<file path="config.mk">
export PLATFORM = sky130hd
export DESIGN_NAME = fdd_stencil
export DESIGN_NICKNAME = d
export VERILOG_FILES = /design/src/hw/rtl/fdd_pkg.sv /design/src/hw/rtl/fdd_stencil.sv
export SDC_FILE = /design/constraint.sdc
export NUM_CORES = 2
export LEC_CHECK = 0
export ABC_AREA = 0
export ABC_CLOCK_PERIOD_IN_PS = 21200
export BUFFER_PORTS_ARGS = -buffer_cell sky130_fd_sc_hd__buf_2
export CORE_AREA = 5 5 404 406
export CTS_CLUSTER_SIZE = 10
export DETAILED_ROUTE_END_ITERATION = 8
export DIE_AREA = 0 0 409 411
export HOLD_SLACK_MARGIN = 0.02
export PLACE_DENSITY = 0.52
export SLEW_MARGIN = 0
export SYNTH_ARGS = -nofsm -noshare
export SYNTH_HDL_FRONTEND = slang
export SYNTH_SLANG_ARGS = --single-unit
</file>
<file path="constraint.sdc">
create_clock -name clk_i -period 21.2 [get_ports clk_i]
set_input_delay 0 -clock clk_i [delete_from_list [all_inputs] [get_ports clk_i]]
set_output_delay 0 -clock clk_i [all_outputs]
set_load 0.05 [all_outputs]
</file>
<file path="src/hw/rtl/fdd_pkg.sv">
// fdd_pkg: shared constants, payload types and helpers for the finite-difference core
// used by every module under hw/rtl; depends on nothing else
package fdd_pkg;

  // grid and number format
  localparam int unsigned MAX_GRID  = 4096;
  localparam int unsigned FRAC_BITS = 16;
  localparam int unsigned IDX_W     = 12;
  localparam int unsigned GRID_W    = 13;
  localparam int unsigned WORD_W    = 32;
  localparam int unsigned DIFF_W    = WORD_W + 1;

  // product lanes: six magnitude factors per lane, one limb multiply per stage
  localparam int unsigned FAC_W       = WORD_W;
  localparam int unsigned ACC_W       = 2 * FAC_W;
  localparam int unsigned NFAC        = 6;
  localparam int unsigned PROD_W      = FAC_W * NFAC;
  localparam int unsigned NLANE       = 4;
  localparam int unsigned LANE_DEN    = 3;
  localparam int unsigned LANE_STAGES = NFAC * (NFAC - 1) / 2;

  // merge and divide
  localparam int unsigned SUM_W     = PROD_W + 3;
  localparam int unsigned MAG_W     = PROD_W + 2;
  localparam int unsigned QUO_W     = WORD_W + 1;
  localparam int unsigned REM_W     = PROD_W + 1;
  localparam int unsigned SAT_SHIFT = QUO_W - FRAC_BITS;

  localparam logic [WORD_W-1:0] DER_MAX   = {1'b0, {(WORD_W-1){1'b1}}};
  localparam logic [WORD_W-1:0] DER_MIN   = {1'b1, {(WORD_W-1){1'b0}}};
  localparam logic [QUO_W:0]    MAG_LIMIT = (QUO_W+1)'(1) << (WORD_W - 1);

  // configuration port
  localparam int unsigned CFG_IDX_W  = 1;
  localparam int unsigned CFG_DATA_W = GRID_W;
  localparam logic [CFG_IDX_W-1:0] REG_RIGHT_BIASED = 1'd0;
  localparam logic [CFG_IDX_W-1:0] REG_GRID_POINTS  = 1'd1;

  typedef struct packed {
    logic [IDX_W-1:0]         node_index;
    logic signed [WORD_W-1:0] coord0;
    logic signed [WORD_W-1:0] coord1;
    logic signed [WORD_W-1:0] coord2;
    logic signed [WORD_W-1:0] coord3;
    logic signed [WORD_W-1:0] value0;
    logic signed [WORD_W-1:0] value1;
    logic signed [WORD_W-1:0] value2;
    logic signed [WORD_W-1:0] value3;
  } in_t;

  typedef struct packed {
    logic signed [WORD_W-1:0] derivative;
    logic                     degenerate;
  } out_t;

  typedef logic [FAC_W-1:0] fac_t;
  typedef fac_t [NFAC-1:0]  fac_vec_t;

  typedef struct packed {
    fac_vec_t fac;
    logic     neg;
  } lane_in_t;

  typedef struct packed {
    logic [PROD_W-1:0] mag;
    logic              neg;
  } lane_out_t;

  typedef struct packed {
    logic valid;
    logic deg;
  } ctl_t;

  typedef struct packed {
    logic valid;
    logic deg;
    logic sat;
    logic neg;
  } div_ctl_t;

  // magnitude of a coordinate or value difference, always below 2^32
  function automatic fac_t diff_mag(input logic [DIFF_W-1:0] d);
    logic [DIFF_W-1:0] m;
    m = d[DIFF_W-1] ? (~d + DIFF_W'(1)) : d;
    return m[FAC_W-1:0];
  endfunction

endpackage

</file>
<file path="src/hw/rtl/fdd_stencil.sv">
// fdd_stencil: request capture, edge test and stencil differences for the lanes
// depends on fdd_pkg
module fdd_stencil (
  input  logic                          clk_i,
  input  logic                          rst_ni,
  input  logic                          en_i,
  input  logic                          valid_i,
  input  fdd_pkg::in_t                  in_i,
  input  logic                          right_biased_i,
  input  logic [fdd_pkg::GRID_W-1:0]    grid_points_i,
  output fdd_pkg::lane_in_t [fdd_pkg::NLANE-1:0] lane_o,
  output fdd_pkg::ctl_t                 ctl_o
);
  import fdd_pkg::*;

  in_t  item_q;
  logic rb_q;
  logic at_edge_d, at_edge_q;
  logic vld0_q;

  logic [DIFF_W-1:0] xs [4];
  logic [DIFF_W-1:0] vs [4];
  logic [DIFF_W-1:0] xc, x0, x1, x2, vc, v0, v1, v2;
  logic [DIFF_W-1:0] da, db, dc, dab, dac, dbc, fa, fb, fc, fn, fd;
  fac_t              one;

  lane_in_t [NLANE-1:0] lane_d, lane_q;
  logic                 deg_d;
  ctl_t                 ctl_q;

  // edge of the grid for the chosen bias
  always_comb begin
    if (right_biased_i) begin
      at_edge_d = (GRID_W'(in_i.node_index) + GRID_W'(1)) >= grid_points_i;
    end else begin
      at_edge_d = (in_i.node_index == '0);
    end
  end

  // request capture
  always_ff @(posedge clk_i) begin
    if (en_i) begin
      item_q    <= in_i;
      rb_q      <= right_biased_i;
      at_edge_q <= at_edge_d;
    end
  end

  // sign-extended slots
  assign xs[0] = {item_q.coord0[WORD_W-1], item_q.coord0};
  assign xs[1] = {item_q.coord1[WORD_W-1], item_q.coord1};
  assign xs[2] = {item_q.coord2[WORD_W-1], item_q.coord2};
  assign xs[3] = {item_q.coord3[WORD_W-1], item_q.coord3};
  assign vs[0] = {item_q.value0[WORD_W-1], item_q.value0};
  assign vs[1] = {item_q.value1[WORD_W-1], item_q.value1};
  assign vs[2] = {item_q.value2[WORD_W-1], item_q.value2};
  assign vs[3] = {item_q.value3[WORD_W-1], item_q.value3};

  // centre and outer slots
  always_comb begin
    if (rb_q) begin
      xc = xs[1]; x0 = xs[0]; x1 = xs[2]; x2 = xs[3];
      vc = vs[1]; v0 = vs[0]; v1 = vs[2]; v2 = vs[3];
    end else begin
      xc = xs[2]; x0 = xs[0]; x1 = xs[1]; x2 = xs[3];
      vc = vs[2]; v0 = vs[0]; v1 = vs[1]; v2 = vs[3];
    end
  end

  assign da  = x0 - xc;
  assign db  = x1 - xc;
  assign dc  = x2 - xc;
  assign dab = x0 - x1;
  assign dac = x0 - x2;
  assign dbc = x1 - x2;
  assign fa  = v0 - vc;
  assign fb  = v1 - vc;
  assign fc  = v2 - vc;
  assign fn  = vs[2] - vs[1];
  assign fd  = xs[2] - xs[1];
  assign one = FAC_W'(1);

  // factor sets: three numerator terms and the denominator, or one term and the denominator at a grid edge
  always_comb begin
    lane_d = '0;
    deg_d  = 1'b0;
    if (at_edge_q) begin
      lane_d[0].fac        = {one, one, one, one, one, diff_mag(fn)};
      lane_d[0].neg        = fn[DIFF_W-1];
      lane_d[LANE_DEN].fac = {one, one, one, one, one, diff_mag(fd)};
      lane_d[LANE_DEN].neg = fd[DIFF_W-1];
      deg_d                = (fd == '0);
    end else begin
      lane_d[0].fac = {diff_mag(db), diff_mag(db), diff_mag(dc), diff_mag(dc),
                       diff_mag(dbc), diff_mag(fa)};
      lane_d[0].neg = dbc[DIFF_W-1] ^ fa[DIFF_W-1];
      lane_d[1].fac = {diff_mag(da), diff_mag(da), diff_mag(dc), diff_mag(dc),
                       diff_mag(dac), diff_mag(fb)};
      lane_d[1].neg = ~(dac[DIFF_W-1] ^ fb[DIFF_W-1]);
      lane_d[2].fac = {diff_mag(da), diff_mag(da), diff_mag(db), diff_mag(db),
                       diff_mag(dab), diff_mag(fc)};
      lane_d[2].neg = dab[DIFF_W-1] ^ fc[DIFF_W-1];
      lane_d[LANE_DEN].fac = {diff_mag(da), diff_mag(db), diff_mag(dc),
                              diff_mag(dab), diff_mag(dac), diff_mag(dbc)};
      lane_d[LANE_DEN].neg = da[DIFF_W-1] ^ db[DIFF_W-1] ^ dc[DIFF_W-1] ^
                             dab[DIFF_W-1] ^ dac[DIFF_W-1] ^ dbc[DIFF_W-1];
      deg_d = (da == '0) || (db == '0) || (dc == '0) ||
              (dab == '0) || (dac == '0) || (dbc == '0);
    end
  end

  always_ff @(posedge clk_i) begin
    if (en_i) begin
      lane_q <= lane_d;
    end
  end

  // stage valids
  always_ff @(posedge clk_i or negedge rst_ni) begin
    if (!rst_ni) begin
      vld0_q <= 1'b0;
      ctl_q  <= '0;
    end else if (en_i) begin
      vld0_q    <= valid_i;
      ctl_q.valid <= vld0_q;
      ctl_q.deg   <= deg_d;
    end
  end

  assign lane_o = lane_q;
  assign ctl_o  = ctl_q;

endmodule

</file>
==> run_results.csv <==
group,metric,value,unit
status,status,"complete, no violations",
critical_path,cpPeakStageDelay,0.82,ns
critical_path,critical_path_class,"flop to flop",
timing,relSlewSlack,7.36,%
clock_tree,clockBufferDepth,3,
timing,fmax,144,MHz
layout,final_common_cell,"buf_2",
placement,io_buffers,1059,
critical_path,worstPathCellList,"buf_12 > inv_1 > buf_4 > a21boi_0 > ha_1 > a21oi_1 > nor2_1 > a2111oi_1 > o31ai_1 > xnor2_1 > nand3_1 > nor4_1 > nand4bb_1 > nor4_1 > a221oi_1 > a41oi_1 > o22a_1",
layout,area_growth,20.3,%
layout,multi_input_area,31200,um^2
synth,synth_edf_count,587,
layout,layout_common_cells,"1058 x buf_2, 587 x edfxtp_1, 573 x nor2_1",
synth,synthesis.nets,6779,
route,ant_nets,0,
synth,yosys_register_bits,590,
route,via_count,50500,
placement,gp_congestion,0.950,
synth,yosysWarnings,0,
synth,yosysTopAreaCell,"edfxtp_1",
synth,async_reset_ff_share,0.508,%
timing,hold_viol,0,
critical_path,cpMostUsedCell,"nor4_1",
floorplan,num_rows,147,
global_route,met1_usage,32.4,%
clock_tree,cts_tree,"yes",
route,drc,0,
layout,drive_gt1_share,18.4,%
critical_path,worstPathRequired,21.80,ns
clock_tree,post_cts_buffers,0,
clock_tree,clock-sinks,590,
global_route,antenna_found_initial,29,
power_and_ir_drop,p_per_area,109,nW/um^2
timing,setup_tns,0,ns
global_route,use_met2,43.5,%
timing,slew_violations,0,
timing,grt_setup_unrepaired,"no",
power_and_ir_drop,p_leak,27.6,nW
critical_path,crit_path_max_fanout,137,
layout,seq_area,17700,um^2
timing,worst_clock_skew,0.0308,ns
global_route,grt.busiest_layer,"met2",
clock_tree,cts-root-buf,"clkbuf_16",
timing,worstMarginPinSlew,1.35,ns
clock_tree,insertion_delay,0.70,ns
floorplan,die_area,168000,um^2
clock_tree,htreeDepth,3,
route,first_iter_violations,3986,
floorplan,core-area,159000,um^2
timing,setup-violations-final,0,
synth,yosysSeqAreaShare,32.7,%
timing,finalCriticalPeriod,6.96,ns
hold_path,min_path_type,"input port to flop",
route,dr.pass1.iters,6,
floorplan,die_h,411,um
synth,avgSynthCellArea,8.80,um^2
global_route,grt_usage,25.8,%
global_route,grt_max_degree,138,
floorplan,fp.dieW,409,um
layout,finalNetCount,7747,
clock_tree,numCtsBuffers,78,
global_route,grt_pass1_wl,324,mm
route,wl_per_cell,24.7,um
critical_path,end_kind,"flop",
floorplan,initial_core_util,34.0,%
route,routed_wl,229,mm
critical_path,critical_path.slowest_cell,"nor4_1",
timing,fin_crit_sh,32.8,%
global_route,grt.overflow.total,0,
route,vias_per_cell,5.45,
layout,fillCellCount,15900,
global_route,grt_pass1_vias,47800,
synth,synth_area,54200,um^2
critical_path,critPathLaunchType,"flop",
power_and_ir_drop,ir_worst_vdd,0.108,mV
floorplan,ios,1060,
synth,synthDominantCellAreaShare,32.5,%
synth,ys_types,121,
layout,postLayoutCoreUtil,40.9,%
placement,dpl.hpwl,186,mm
synth,synthFlopType,"edfxtp_1",
synth,postSynthCellCount,6162,
clock_tree,clk_pin_slew,0.05,ns
global_route,grt_use_met3,5.66,%
job,maxCapViolCount,0,
critical_path,crit_arrival,7.56,ns
synth,synth_area_leaders,"edfxtp_1 33%, ha_1 7.4%, buf_4 6.1%",
==> cell type report <==
type / instances / area share (%)
Antenna cell: 8 / 0.0307
Inverter: 299 / 1.72
Tap cell: 2086 / 4.00
Clock buffer: 100 / 3.12
Sequential cell: 590 / 27.1
Clock inverter: 29 / 0.518
Timing Repair Buffer: 1555 / 15.7
Multi-Input combinational cell: 4606 / 47.8
==> per-layer routing <==
metal / part of all wire [%] / vias up
met2: 47 / 1707
met3: 7.1 / 305
met4: 4.0 / 16
met5: 0.051 / -
li1: - / 24100
met1: 42 / 24400
==> critical path: cells and delay by family, from the launching register on <==
family | cells | cell delay (ns)
compound gates | 7 | 2.27
xor+xnor | 1 | 0.57
fa+ha+maj | 1 | 0.36
buf+inv | 3 | 0.90
flops | 1 | 0.81
simple gates | 5 | 1.89
==> per-stage QoR <==
step / power [mW] / area [um^2] / cells / setup WS, ns / hold slack, ns
after floorplan: 4.82 / 54200 / 6162 / 14.49 / -0.296
after global placement: 5.75 / 58200 / 8673 / 13.95 / -0.186
after detailed placement: 5.75 / 58200 / 8674 / 14.51 / -0.191
after CTS: 7.15 / 65200 / 9265 / 14.47 / 0.0209
after global routing: 7.47 / 65200 / 9265 / 13.79 / 0.0265
final: 7.11 / 65200 / 9273 / 14.24 / 0.0652
==> cell families after synthesis <==
kind of cell    Yosys count  synth area share [%]
simple gates           1939                  17.8
compound gates         1656                  20.6
buf+inv                 966                  9.92
flops                   590                  32.7
xor+xnor                575                  9.32
fa+ha+maj               331                  7.76
mux                     105                  1.95
==> state kept, by name, summed over array words and instances (netlist names) <==
name,flops
at_edge_q,1
item_q,256
lane_o,329
rb_q,1
vld0_q,1
ctl_o,2
==> timing repair <==
| item | CTS | global route |
|---|---|---|
| hold endpoints to repair | 355 | 0 |
| hold buffers | 462 | 0 |
| resized for setup | 0 | 0 |
==> worst paths after layout <==
| check | from | end | slack, ns | depth (start not counted) |
|---|---|---|---|---|
| max | rb_q$_DFFE_PP_ | ctl_o[0]$_DFFE_PN0P_ | 14.24 | 17 |
| min | in_i[179] | item_q[179]$_DFFE_PP_ | 0.07 | 2 |
| max reg2reg | rb_q$_DFFE_PP_ | ctl_o[0]$_DFFE_PN0P_ | 14.24 | 17 |
| min reg2reg | ctl_o[1]$_DFFE_PN0P_ | ctl_o[1]$_DFFE_PN0P_ | 0.50 | 1 |
| max in group asynchronous | rst_ni | ctl_o[0]$_DFFE_PN0P_ | 20.80 | 3 |
| min in group asynchronous | rst_ni | ctl_o[1]$_DFFE_PN0P_ | 0.23 | 3 |
==> synth_stat cells (53+ instances only) <==
cell type  instances
xnor2_1          345
and3_1            54
and2_1            79
nand2b_1          84
nand3_1          128
ha_1             322
o21ai_0          302
a21o_1           154
edfxtp_1         587
mux2i_1           99
or3_1             67
o211ai_1          53
a31oi_1           88
a211oi_1          62
o31ai_1           65
nor2_1           573
xor2_1           229
inv_1            299
a21oi_1          412
buf_4            443
nand4_1           69
nand2_1          452
clkbuf_1         188
nor3_1           125
nor2b_1           75
==> where the power goes <==
part	total, mW	internal, mW	switching, mW
Sequential	1.77	1.55	0.213
Clock	1.29	0.739	0.549
Combinational	4.05	1.17	2.88
Total	7.11	3.46	3.64
Note: power is estimated with default switching activity, not from simulation.
